### src/rtl/terminal_line_editor_assert.svh
// assertion macros for the terminal line editor
`ifndef TERMINAL_LINE_EDITOR_ASSERT_SVH
`define TERMINAL_LINE_EDITOR_ASSERT_SVH

// clocked check, masked while reset is asserted
`define TLE_ASSERT(lbl, prop, msg) \
	lbl: assert property (@(posedge clk) disable iff (!arst_n) (prop)) else $error(msg);

// clocked check that also holds during reset
`define TLE_ASSERT_RST(lbl, prop, msg) \
	lbl: assert property (@(posedge clk) (prop)) else $error(msg);

`endif

### src/rtl/tle_pkg.sv
// shared types and constants of the terminal line editor
package tle_pkg;

	localparam int DEFAULT_LINE_CAPACITY = 32;
	localparam int LEN_W = 6;

	localparam logic [7:0] BYTE_NULL   = 8'h00;
	localparam logic [7:0] BYTE_BS     = 8'h08;
	localparam logic [7:0] BYTE_LF     = 8'h0A;
	localparam logic [7:0] BYTE_SPACE  = 8'h20;
	localparam logic [7:0] BYTE_PROMPT = 8'h3E;
	localparam logic [7:0] BYTE_DEL    = 8'h7F;
	localparam logic [7:0] BYTE_FF     = 8'hFF;

	localparam logic DEST_TERM   = 1'b0;
	localparam logic DEST_PARSER = 1'b1;

	typedef enum logic [2:0] {
		ST_IDLE,
		ST_BS1,
		ST_BS2,
		ST_BS3,
		ST_CHAR,
		ST_LINE,
		ST_NL,
		ST_PROMPT
	} seq_state_t;

	// one result handed from the sequencer to the output register
	typedef struct packed {
		logic       valid;
		logic       dest;
		logic [7:0] data;
		logic       last;
	} emit_t;

endpackage

### src/rtl/tle_ram.sv
// generic simple dual-port ram with registered read
module tle_ram #(
	parameter int WIDTH = 8,
	parameter int DEPTH = 32,
	parameter int ADDR_W = (DEPTH > 1) ? $clog2(DEPTH) : 1
) (
	input  logic              clk,
	input  logic              we,
	input  logic [ADDR_W-1:0] waddr,
	input  logic [WIDTH-1:0]  wdata,
	input  logic              re,
	input  logic [ADDR_W-1:0] raddr,
	output logic [WIDTH-1:0]  rdata
);

	logic [WIDTH-1:0] mem [DEPTH];

	always_ff @(posedge clk) begin
		if (we) begin
			mem[waddr] <= wdata;
		end
		if (re) begin
			rdata <= mem[raddr];
		end
	end

endmodule

### src/rtl/tle_seq.sv
// editing sequencer: decodes bytes, keeps the length, walks the line memory
module tle_seq import tle_pkg::*; #(
	parameter int LINE_CAPACITY = DEFAULT_LINE_CAPACITY,
	parameter int ADDR_W = (LINE_CAPACITY > 1) ? $clog2(LINE_CAPACITY) : 1
) (
	input  logic              clk,
	input  logic              arst_n,
	input  logic              in_valid,
	output logic              in_ready,
	input  logic [7:0]        in_byte,
	input  logic              parser_present,
	input  logic              out_free,
	output emit_t             emit,
	output logic              ram_we,
	output logic [ADDR_W-1:0] ram_waddr,
	output logic [7:0]        ram_wdata,
	output logic              ram_re,
	output logic [ADDR_W-1:0] ram_raddr,
	input  logic [7:0]        ram_rdata
);

	localparam logic [LEN_W-1:0] CAP = LEN_W'(LINE_CAPACITY);

	seq_state_t state_q, state_d;
	logic [LEN_W-1:0] len_q, idx_q, idx_nxt;
	// length of the line being sent is held here since len_q clears on accept
	logic [LEN_W-1:0] send_len_q;
	logic [7:0] ch_q;
	logic accept, is_skip, is_bs, is_lf, has_room, line_done, line_step;

	assign in_ready  = (state_q == ST_IDLE);
	assign accept    = in_valid && in_ready;
	assign has_room  = (len_q < CAP);
	assign line_done = (idx_q == send_len_q);
	assign idx_nxt   = idx_q + LEN_W'(1);
	assign line_step = (state_q == ST_LINE) && out_free && !line_done;

	always_comb begin
		is_skip = 1'b0;
		is_bs   = 1'b0;
		is_lf   = 1'b0;
		case (in_byte) inside
			BYTE_NULL, BYTE_FF: is_skip = 1'b1;
			BYTE_BS, BYTE_DEL:  is_bs = 1'b1;
			BYTE_LF:            is_lf = 1'b1;
			default:            ;
		endcase
	end

	// next state
	always_comb begin
		state_d = state_q;
		case (state_q)
			ST_IDLE: begin
				if (accept) begin
					if (is_skip) begin
						state_d = ST_IDLE;
					end else if (is_bs) begin
						state_d = (len_q != '0) ? ST_BS1 : ST_IDLE;
					end else if (is_lf) begin
						state_d = parser_present ? ST_LINE : ST_NL;
					end else begin
						state_d = has_room ? ST_CHAR : ST_IDLE;
					end
				end
			end
			ST_BS1:    if (out_free) state_d = ST_BS2;
			ST_BS2:    if (out_free) state_d = ST_BS3;
			ST_BS3:    if (out_free) state_d = ST_IDLE;
			ST_CHAR:   if (out_free) state_d = ST_IDLE;
			ST_LINE:   if (out_free && line_done) state_d = ST_NL;
			ST_NL:     if (out_free) state_d = ST_PROMPT;
			ST_PROMPT: if (out_free) state_d = ST_IDLE;
			default:   state_d = ST_IDLE;
		endcase
	end

	// outputs
	always_comb begin
		emit       = '0;
		emit.dest  = DEST_TERM;
		ram_we     = accept && !is_skip && !is_bs && !is_lf && has_room;
		ram_waddr  = len_q[ADDR_W-1:0];
		ram_wdata  = in_byte;
		ram_re     = 1'b0;
		ram_raddr  = '0;
		case (state_q)
			ST_IDLE: begin
				// prefetch the first entry with the line feed request
				ram_re = accept && is_lf;
			end
			ST_BS1: begin
				emit.valid = out_free;
				emit.data  = BYTE_BS;
			end
			ST_BS2: begin
				emit.valid = out_free;
				emit.data  = BYTE_SPACE;
			end
			ST_BS3: begin
				emit.valid = out_free;
				emit.data  = BYTE_BS;
				emit.last  = 1'b1;
			end
			ST_CHAR: begin
				emit.valid = out_free;
				emit.data  = ch_q;
				emit.last  = 1'b1;
			end
			ST_LINE: begin
				emit.valid = out_free;
				emit.dest  = DEST_PARSER;
				emit.data  = line_done ? 8'h00 : ram_rdata;
				// fetch the following entry as this one leaves
				ram_re     = line_step && (idx_nxt < send_len_q);
				ram_raddr  = idx_nxt[ADDR_W-1:0];
			end
			ST_NL: begin
				emit.valid = out_free;
				emit.data  = BYTE_LF;
			end
			ST_PROMPT: begin
				emit.valid = out_free;
				emit.data  = BYTE_PROMPT;
				emit.last  = 1'b1;
			end
			default: ;
		endcase
	end

	always_ff @(posedge clk or negedge arst_n) begin
		if (!arst_n) begin
			state_q    <= ST_IDLE;
			len_q      <= '0;
			idx_q      <= '0;
			send_len_q <= '0;
		end else begin
			state_q <= state_d;
			if (accept && is_bs && (len_q != '0)) begin
				len_q <= len_q - LEN_W'(1);
			end else if (ram_we) begin
				len_q <= len_q + LEN_W'(1);
			end else if (accept && is_lf) begin
				len_q <= '0;
			end
			if (accept && is_lf) begin
				idx_q      <= '0;
				send_len_q <= len_q;
			end else if (line_step) begin
				idx_q <= idx_nxt;
			end
		end
	end

	always_ff @(posedge clk) begin
		if (accept) begin
			ch_q <= in_byte;
		end
	end

endmodule

### src/rtl/terminal_line_editor.sv
// top level of the terminal line editor: sequencer, line memory, output register
// an input request is taken whenever the sequencer is idle
// ordinary byte: stored and echoed if the line has room; backspace: BS, space, BS if not empty
// line feed: stored characters and a zero byte to the parser if present, then LF and prompt
// one memory read a cycle while the output register is free; m_tready low stalls each sequence
// reset: length 0, parser_present 1, output empty; line memory is not cleared
module terminal_line_editor import tle_pkg::*; #(
	parameter int LINE_CAPACITY = DEFAULT_LINE_CAPACITY
) (
	input  logic       clk,
	input  logic       arst_n,
	// rx request: [7:0] rx_byte
	input  logic       s_tvalid,
	output logic       s_tready,
	input  logic [7:0] s_tdata,
	// result: tdata [7:0] out_byte, tuser [0] dest, tlast last
	output logic       m_tvalid,
	input  logic       m_tready,
	output logic [7:0] m_tdata,
	output logic       m_tuser,
	output logic       m_tlast,
	// parser_present register write
	input  logic       cfg_we,
	input  logic       cfg_wdata
);

	`include "terminal_line_editor_assert.svh"

	localparam int ADDR_W = (LINE_CAPACITY > 1) ? $clog2(LINE_CAPACITY) : 1;

	emit_t emit;
	logic out_free;
	logic parser_q;
	logic m_tvalid_q;
	logic [7:0] m_tdata_q;
	logic m_tuser_q, m_tlast_q;

	// line memory ports
	logic              ram_we, ram_re;
	logic [ADDR_W-1:0] ram_waddr, ram_raddr;
	logic [7:0]        ram_wdata, ram_rdata;

	// the output register can take a new result when empty or being drained
	assign out_free = !m_tvalid_q || m_tready;

	tle_seq #(
		.LINE_CAPACITY(LINE_CAPACITY),
		.ADDR_W(ADDR_W)
	) u_seq (
		.clk(clk),
		.arst_n(arst_n),
		.in_valid(s_tvalid),
		.in_ready(s_tready),
		.in_byte(s_tdata),
		.parser_present(parser_q),
		.out_free(out_free),
		.emit(emit),
		.ram_we(ram_we),
		.ram_waddr(ram_waddr),
		.ram_wdata(ram_wdata),
		.ram_re(ram_re),
		.ram_raddr(ram_raddr),
		.ram_rdata(ram_rdata)
	);

	// line characters, written at the tail, read in order on line feed
	tle_ram #(
		.WIDTH(8),
		.DEPTH(LINE_CAPACITY),
		.ADDR_W(ADDR_W)
	) u_line_ram (
		.clk(clk),
		.we(ram_we),
		.waddr(ram_waddr),
		.wdata(ram_wdata),
		.re(ram_re),
		.raddr(ram_raddr),
		.rdata(ram_rdata)
	);

	// configuration register; to be written only while idle, which the block itself does not enforce
	always_ff @(posedge clk or negedge arst_n) begin
		if (!arst_n) begin
			parser_q <= 1'b1;
		end else if (cfg_we) begin
			parser_q <= cfg_wdata;
		end
	end

	// output register
	always_ff @(posedge clk or negedge arst_n) begin
		if (!arst_n) begin
			m_tvalid_q <= 1'b0;
		end else if (emit.valid) begin
			m_tvalid_q <= 1'b1;
		end else if (m_tready) begin
			m_tvalid_q <= 1'b0;
		end
	end

	always_ff @(posedge clk) begin
		if (emit.valid) begin
			m_tdata_q <= emit.data;
			m_tuser_q <= emit.dest;
			m_tlast_q <= emit.last;
		end
	end

	assign m_tvalid = m_tvalid_q;
	assign m_tdata  = m_tdata_q;
	assign m_tuser  = m_tuser_q;
	assign m_tlast  = m_tlast_q;

	// a result is only produced when the output register has room
	`TLE_ASSERT(a_emit_room, emit.valid |-> (!m_tvalid || m_tready), "result overran output")
	// while taking requests the sequencer has nothing left to send
	`TLE_ASSERT(a_idle_quiet, s_tready |-> !emit.valid, "result produced while idle")
	// output register empty during reset
	`TLE_ASSERT_RST(a_rst_empty, !arst_n |-> !m_tvalid, "output valid during reset")

endmodule
### config.mk
export PLATFORM = sky130hd
export DESIGN_NAME = terminal_line_editor
export DESIGN_NICKNAME = d
export VERILOG_FILES = /design/src/rtl/tle_pkg.sv /design/src/rtl/tle_ram.sv /design/src/rtl/tle_seq.sv /design/src/rtl/terminal_line_editor.sv
export VERILOG_INCLUDE_DIRS = /design/src /design/src/rtl
export SDC_FILE = /design/constraint.sdc
export NUM_CORES = 1
export LEC_CHECK = 0
export ABC_AREA = 0
export BUFFER_PORTS_ARGS = -buffer_cell sky130_fd_sc_hd__buf_2
export CORE_ASPECT_RATIO = 0.7
export CORE_MARGIN = 4
export CORE_UTILIZATION = 55
export DETAILED_ROUTE_END_ITERATION = 6
export PLACE_DENSITY = 0.79
export SLEW_MARGIN = 0
export SYNTH_ARGS = -nofsm -noshare
export SYNTH_HDL_FRONTEND = slang
export SYNTH_SLANG_ARGS = --single-unit
### constraint.sdc
create_clock -name clk -period 4 [get_ports clk]
set_input_delay 1.2 -clock clk [delete_from_list [all_inputs] [get_ports clk]]
set_output_delay 1.2 -clock clk [all_outputs]
set_load 0.05 [all_outputs]
# After elaboration in Yosys (flattened, before gate mapping)
# Memories as Yosys holds them, arrays and structs flattened. A register that Yosys moved wholly into a read port is not among the register bits.
# Cells that the tools add are included.
# word_totals
reg_bits,41
ram_bits,256
input_bits,14
output_inout_bits,12
memories,1
# classes
addsub,3
order_cmp,2
eq_ne,18
muxes,35
reduce_logical,30
# mem_list
name,words,width,rd,rd_ports_with_merged_regs,write_ports,line_no,rtl
u_line_ram.mem,32,8,1,1,1,tle_ram.sv:16,logic [WIDTH-1:0] mem [DEPTH];
# ops
cell,n
one-hot mux 8 bit (6 select lines),1
2-to-1 mux 3 bit,10
2-to-1 mux 6 bit,5
one-hot mux 3 bit (6 select lines),1
== test 8 x 4 -> 1 bit (second input constant),2
2-to-1 mux 1 bit,14
adder 6 x 1 -> 6 bit (second input constant),2
== test 3 bit (second input constant),4
logical AND 1 bit,12
== test 8 x 7 -> 1 bit (second input constant),1
== test 8 bit (second input constant),1
zero test 8 bit,1
2-to-1 mux 8 bit,1
!= test 2 x 1 -> 1 bit (second input constant),4
OR reduction 7 bit,1
== test 3 x 2 -> 1 bit (second input constant),2
== test 6 bit,1
< comparator 6 bit,1
< comparator 6 bit (second input constant),1
AND reduction 6 bit,1
nonzero test 6 bit,1
OR reduction 2 bit,3
subtractor 6 x 1 -> 6 bit (second input constant),1
zero test 1 bit,5
other kinds (10),12

# Depth between registers and ports, before layout
# Gate-level depths: netlist of run 1.
# logic_depth
depth_word,10
mapped_depth,10

# Hierarchy
# Synthesis of run 1 repeated with hierarchy kept, for this count alone.
# unflattened
cells_unflattened,675
hier_area_um2,12627.1
# by_module_without_submodules
mod,n_inst,cells_each,area_each_um2
tle_ram,1,417,10133.5
tle_seq,1,243,2114.5
terminal_line_editor,1,15,379.1

# Worst setup path after synthesis of run 1
# Ideal clock, no wire load.
# synth_timing
path_type,input port to flip-flop
from,in s_tvalid
to,"mem u_line_ram.mem[24][0], enable pin"
arrival_ns,2.830
setup_slack_ns,0.786
cell_stages,6
path_cell_list,and3b_1 -> o211a_1 -> and2_1 -> buf_4 -> nand2_1 -> nor3_1
# synth_between
elab_chain_len,7
# synth_rtl
element,line_no,rtl
start: declaration,terminal_line_editor.sv:13,"input logic s_tvalid,"
logical AND 1 bit,tle_seq.sv:32,assign accept = in_valid && in_ready;
logical AND 1 bit (4 in a row),tle_seq.sv:82,ram_we = accept && !is_skip && !is_bs && !is_lf && has_room;
2-to-1 mux 1 bit,tle_ram.sv:19,if (we) begin
2-to-1 mux 1 bit (implied by the code),tle_ram.sv:20,mem[waddr] <= wdata;
end: declaration,tle_ram.sv:16,
# No other way between the ends.

# Final worst setup path of run 1
# layout_timing
from,reg u_seq.state_q[1]
to,"reg u_line_ram.rdata[6] (read register of u_line_ram.mem), data pin"
# layout_between
elab_chain_len,5
elab_cells_between_ends,9
cone_classes,eq/ne (1); mux (2); reduce/logical (6)
# layout_rtl
element,line_no,rtl
start: declaration,tle_seq.sv:24,"seq_state_t state_q, state_d;"
start signal: assignment,tle_seq.sv:138,state_q <= state_d;
== test 3 bit,"tle_seq.sv:36, tle_seq.sv:87",
logical AND 1 bit (2 in a row),tle_seq.sv:36,assign line_step = (state_q == ST_LINE) && out_free && !line_done;
logical AND 1 bit,tle_seq.sv:115,ram_re = line_step && (idx_nxt < send_len_q);
one-hot mux 1 bit (2 select lines),tle_seq.sv:87,case (state_q)
end: declaration,tle_ram.sv:13,output logic [WIDTH-1:0] rdata
# Several ways; a longest one is shown, not always the timed one.
# A chain may end at the register's enable or synchronous reset.

==> out/results.ini, run 1 <==
[outcome]
status = complete, no violations

[pwr]
total_power_w = 0.0104
combinationalPowerShare = 0.363
intPower_w = 0.00646
p_sw_frac = 0.379
pwr-share-clk = 0.252
switchingPower_w = 0.00395
p_leak_nw = 5.05
ir_worst_vdd_mv = 0.690
p_seq_frac = 0.384
pwr_density_cell_nw_per_um2 = 688

[timing]
drv_slew = 0
setup_ws_ps = 480
worst_hold_slack_ps = 527
finalCritPeriodShare = 0.880
fin_setup_tns_ps = 0
fin_worst_skew_ps = 18.0
setup_violations = 0
fin_crit_ps = 3520
rsz0062_at_grt = no
fmax_mhz = 284
worst_pin_slew_ps = 1210
finalHoldViolations = 0
slew_headroom = 0.183

[drt]
wl_per_cell_um = 26.3
firstDrtPassIters = 5
avgViaCountPerCell = 6.69
drt_iter0_drc = 1229
drt-total-wl_um = 35400
antenna_left = 0
drcViolationCount = 0
routed-via-count = 8995

[logic_synthesis]
postSynthCellCount = 970
synth-seq-area-share = 0.662
syn_nets = 1001
yosysWarnings = 0
synth_ff_type = edfxtp_1
synth_seq_cells = 305
yosys-top-cells-area = edfxtp_1 62%, dfrtp_1 4.0%, o221ai_1 2.9%
synth_top_area_share = 0.620
synth_cell_types = 82
synth_edf_count = 282
syn_avg_cell_area_sq_um = 14.1
async_reset_ff_frac = 0.0754
yosysTopAreaCell = edfxtp_1
syn-cell-area_sq_um = 13700

[worst_setup_path]
worstSetupStartpointType = flop
crit_required_ps = 4310
worst-setup-path-type = flop to flop
path_max_fanout = 41
cp.arrival_ps = 3830
end_kind = flop

[global_route]
grt_pass1_wl_um = 52900
grt_max_degree = 92
grt_pass1_vias = 8537
grt-ovfl-total = 0
grt.total_usage = 0.252
antenna_found_initial = 1

[cts]
hold_buffers = 0
clockBufferDepth = 3
cts_sinks = 305
cts_setup_buffers = 0
cts_resized = 0
clk_pin_slew_ps = 70
clkLatencyLatePin_ps = 550
cts_root_buf = clkbuf_16
htreeDepth = 1
cts_tree = yes
cts_buffers = 27

[min_path]
hp-class = flop to flop

[job]
maxCapViolations = 0

[cells_and_area]
layout.nets = 1039
syn2layout_area_growth_pct = 10.7
num_antenna_cells = 0
drive_gt1_frac = 0.173
fin_util = 0.629

[floorplanning]
initial_core_util = 0.568
die-area_sq_um = 27500
coreArea_sq_um = 24100
die_height_um = 140
fp.dieW_um = 196
num_rows = 47
ios = 26

[place]
portBuffers = 25
gp_congestion = 0.931
preCtsSetupSlack_ps = 455
hpwl_um = 22600

## Yosys cell counts (7+ instances only)
master     instances
o21ai_0           19
o221ai_1          46
o22ai_1           16
a211oi_1          22
ha_1              17
clkbuf_1          23
dfrtp_1           22
a22oi_1           16
or4bb_1           18
a221oi_1          12
buf_4              9
a31oi_1            8
a21oi_1           67
buf_2             31
o31ai_1           10
nand3_1           25
mux2i_1           21
edfxtp_1         282
nand4bb_1         10
nand2b_1          32
inv_1             19
nor2b_1           29
nor2_1            40
mux2_2            34
nand2_1           40
xor2_1             7
nor3_1            11
## metal layers
layer,routed length (um),up-vias,global-route usage
li1,-,3905,-
met1,14700,4433,0.384
met2,15400,579,0.367
met3,4530,76,0.0689
met4,803,2,0.0544
met5,8,-,0
## registers in the layout (all words and copies together) (netlist names)
signal	cells
u_seq.ch_q	8
u_line_ram.mem	256
m_tdata	8
u_seq.len_q	6
u_seq.send_len_q	6
m_tlast	1
parser_q	1
u_line_ram.rdata	8
m_tvalid	1
m_tuser	1
u_seq.state_q	3
u_seq.idx_q	6
## cell usage in the layout, fill, tap and decap left out, types with 27 or more instances in the layout
| master | netlist | layout |
|---|---|---|
| o221ai_1 | 46 | 46 |
| mux2_2 | 34 | 34 |
| edfxtp_1 | 282 | 282 |
| clkbuf_16 | 0 | 27 |
| nor2b_1 | 29 | 29 |
| nor2_1 | 40 | 40 |
| buf_4 | 9 | 52 |
| nand2_1 | 40 | 40 |
| nand2b_1 | 32 | 32 |
| a21oi_1 | 67 | 67 |
## path summary, 6_finish.rpt
| path | start | endpoint | slack [ps] | cells after the start |
|---|---|---|---|---|
| worst min register to register | u_seq.send_len_q[0]$_DFFE_PN0P_ | u_seq.send_len_q[0]$_DFFE_PN0P_ | 530 | 2 |
| worst max register to register | u_seq.state_q[1]$_DFFE_PN0P_ | u_line_ram.rdata[6]$_DFFE_PP_ | 480 | 8 |
| max in group asynchronous | arst_n | u_seq.idx_q[0]$_DFFE_PN0P_ | 2920 | 1 |
| worst min-delay path | u_seq.send_len_q[0]$_DFFE_PN0P_ | u_seq.send_len_q[0]$_DFFE_PN0P_ | 530 | 2 |
| min in group asynchronous | arst_n | u_seq.len_q[0]$_DFFE_PN0P_ | 640 | 1 |
| worst max-delay path | u_seq.state_q[1]$_DFFE_PN0P_ | u_line_ram.rdata[6]$_DFFE_PP_ | 480 | 8 |
## critical path: stages, from the launching register on
cell and delay, ps:
dfrtp_1 460, inv_1 150, ha_1 480, nand2_2 340, inv_2 700, a221oi_1 200, o21ai_0 340, a21oi_1 180
o32ai_1 430
## area by class of cell
type / count / area (sq um)
clock buffers: 31 / 691
well taps: 318 / 398
multi-input cells: 573 / 4170
inverters: 23 / 86.3
flip-flops and latches: 305 / 9050
repair buffers: 78 / 536
fillers: 1759 / 8930
clock inverters: 17 / 190
## metrics by stage
| step | cell area (sq um) | std cells |
|---|---|---|
| 4_1_cts | 15100 | 1345 |
| 3_5_place_dp | 14200 | 1297 |
| 6_report | 15100 | 1345 |
| 5_1_grt | 15100 | 1345 |
| 3_3_place_gp | 14200 | 1297 |
| 2_1_floorplan | 13700 | 970 |
## power groups by stage
| stage | registers (W) | logic [W] | clock network (W) |
|---|---|---|---|
| finish | 0.00400 | 0.00378 | 0.00262 |
| floorplan | 0.00413 | 0.00247 | 0 |
| global route | 0.00402 | 0.00398 | 0.00279 |
| detailed placement | 0.00406 | 0.00364 | 0 |
| global placement | 0.00405 | 0.00359 | 0 |
| CTS | 0.00399 | 0.00367 | 0.00265 |
## logic make-up after synthesis
logic type / share of synthesized area
AO/OA/AOI/OAI: 0.132
XOR/XNOR: 0.00687
adder cells (fa/ha/maj): 0.0156
buffers and inverters: 0.0323
flip-flops: 0.662
multiplexers: 0.0442
AND/OR/NAND/NOR: 0.107
(Power assumes the default switching activity.)
==> run 2, diff against run 1 <==
CELL_PAD_IN_SITES_DETAIL_PLACEMENT = 0   (was not set)
CELL_PAD_IN_SITES_GLOBAL_PLACEMENT = 1   (was not set)
CORE_UTILIZATION = 53   (was 55)
PLACE_DENSITY = 0.88   (was 0.79)
==> run 2 against run 1 <==
Sequential power is essentially flat; hold slack lost 1.3 ps; non-clock buffer count grew 4; cell count grew 0.89%; combinational power grew 3%; sequential cell count is the same; utilization shrank 2.1 points; maximum frequency grew 7.6%; sequential share of layout area shrank 0.27 points; highest routed layer unchanged.
==> out/results.ini, run 2 (synthesis gave the netlist of run 1 again) <==
[outcome]
status = complete, no violations  ; unchanged

[global_route]
grt_pass1_wl_um = 53900  ; was 52900 um
gr-usage-met3 = 0.0793  ; was 0.0689
gr-usage-met1 = 0.393  ; was 0.384
grt_use_met2 = 0.349  ; was 0.367
grt_pass1_vias = 8471  ; was 8537
grt-ovfl-total = 0  ; unchanged
antenna_found_initial = 2  ; was 1
grt.total_usage = 0.254  ; was 0.252
grt_max_degree = 93  ; was 92
top_usage_layer = met1  ; unchanged

[worst_setup_path]
end_kind = flop  ; unchanged
cp.arrival_ps = 3520  ; was 3830 ps
crit_required_ps = 4250  ; was 4310 ps
worst-setup-path-type = flop to flop  ; unchanged
path_max_fanout = 16  ; was 41
worstSetupStartpointType = flop  ; unchanged

[floorplanning]
ios = 26  ; unchanged
fp.dieW_um = 200  ; was 196 um
initial_core_util = 0.547  ; was 0.568
die-area_sq_um = 28400  ; was 27500 sq um
coreArea_sq_um = 25000  ; was 24100 sq um
num_rows = 48  ; was 47
die_height_um = 142  ; was 140 um

[pwr]
total_power_w = 0.0105  ; was 0.0104 W
p_leak_nw = 5.09  ; was 5.05 nW
pwr_density_cell_nw_per_um2 = 693  ; was 688 nW/um^2
ir_worst_vdd_mv = 0.377  ; was 0.690 mV

[place]
gp_congestion = 0.985  ; was 0.931
hpwl_um = 23600  ; was 22600 um
dpl-instance-area_sq_um = 14300  ; was 14200 sq um
portBuffers = 25  ; unchanged

[cells_and_area]
num_antenna_cells = 0  ; unchanged
largest_register_ffs = 256  ; unchanged
drive_gt1_frac = 0.178  ; was 0.173
mostFrequentLayoutCells = 282 x edfxtp_1, 67 x a21oi_1, 54 x buf_4  ; was 282 x edfxtp_1, 67 x a21oi_1, 52 x buf_4
layout.nets = 1043  ; was 1039
final_common_cell = edfxtp_1  ; unchanged
syn2layout_area_growth_pct = 11.2  ; was 10.7%
regMostFlops = u_line_ram.mem  ; unchanged
fin_area_sq_um = 15200  ; was 15100 sq um

[min_path]
hp-class = flop to flop  ; unchanged

[cts]
clockBufferDepth = 3  ; unchanged
cts_resized = 0  ; unchanged
htreeDepth = 1  ; unchanged
cts_setup_buffers = 0  ; unchanged
cts_root_buf = clkbuf_16  ; unchanged
clk_pin_slew_ps = 70  ; about the same
hold_buffers = 0  ; unchanged
cts_sinks = 305  ; unchanged
cts_tree = yes  ; unchanged
clkLatencyLatePin_ps = 550  ; about the same
cts_buffers = 27  ; unchanged

[drt]
wl_per_cell_um = 26.7  ; was 26.3 um
avgViaCountPerCell = 6.59  ; was 6.69
routed-via-count = 8947  ; was 8995
antenna_left = 0  ; unchanged
firstDrtPassIters = 6  ; was 5
drcViolationCount = 0  ; unchanged
drt-total-wl_um = 36300  ; was 35400 um
drt_iter0_drc = 1275  ; was 1229

[timing]
finalHoldViolations = 0  ; unchanged
finalCritPeriodShare = 0.818  ; was 0.880
fin_crit_ps = 3270  ; was 3520 ps
fin_worst_skew_ps = 10.2  ; was 18.0 ps
fin_setup_tns_ps = 0  ; unchanged
drv_slew = 0  ; unchanged
worst_pin_slew_ps = 932  ; was 1210 ps
rsz0062_at_grt = no  ; unchanged
fmax_mhz = 306  ; was 284 MHz
setup_violations = 0  ; unchanged
slew_headroom = 0.378  ; was 0.183

[job]
maxCapViolations = 0  ; unchanged

## run 2: critical path, cell delays in order (launching register included)
cell and delay, ps:
dfrtp_1 460, inv_1 170, ha_1 370, and3b_1 690
a21oi_1 180, a22oi_1 270, o22ai_1 200, o31ai_1 620
## run 2: report_power, final
group,switching (W),internal (W)
Combinational,0.00263,0.00125
Sequential,0.000239,0.00376
Clock,0.00115,0.00150
## run 2: metal layers
| layer | share of wire | routed length, um |
|---|---|---|
| met1 | 0.43 | 15600 |
| met2 | 0.42 | 15100 |
| met3 | 0.12 | 4490 |
| met4 | 0.030 | 1080 |
| met5 | 0.00080 | 29 |
## run 2: path summary, 6_finish.rpt
path / startpoint / slack (ps) / endpoint / cells past startpoint
max: u_seq.state_q[1]$_DFFE_PN0P_ / 730 / u_line_ram.rdata[0]$_DFFE_PP_ / 7
min: u_seq.send_len_q[0]$_DFFE_PN0P_ / 530 / u_seq.send_len_q[0]$_DFFE_PN0P_ / 2
max reg2reg: u_seq.state_q[1]$_DFFE_PN0P_ / 730 / u_line_ram.rdata[0]$_DFFE_PP_ / 7
min reg2reg: u_seq.send_len_q[0]$_DFFE_PN0P_ / 530 / u_seq.send_len_q[0]$_DFFE_PN0P_ / 2
max in group asynchronous: arst_n / 2930 / u_seq.idx_q[0]$_DFFE_PN0P_ / 1
min in group asynchronous: arst_n / 640 / u_seq.idx_q[2]$_DFFE_PN0P_ / 1
## run 2: layout make-up
| class | instances | area, sq um |
|---|---|---|
| flip-flops and latches | 305 | 9050 |
| clock buffers | 30 | 687 |
| multi-input cells | 573 | 4170 |
| inverters | 23 | 86.3 |
| clock inverters | 19 | 198 |
| well taps | 325 | 407 |
| fillers | 1908 | 9790 |
| repair buffers | 82 | 591 |
## run 2: metrics by stage
stage,setup slack [ps],hold slack [ps],std cells,util
after floorplan,786,456,970,-
after global placement,546,479,1308,0.573
after detailed placement,384,500,1308,0.573
after CTS,760,514,1357,0.608
after global routing,684,545,1357,0.608
final,729,525,1357,0.608
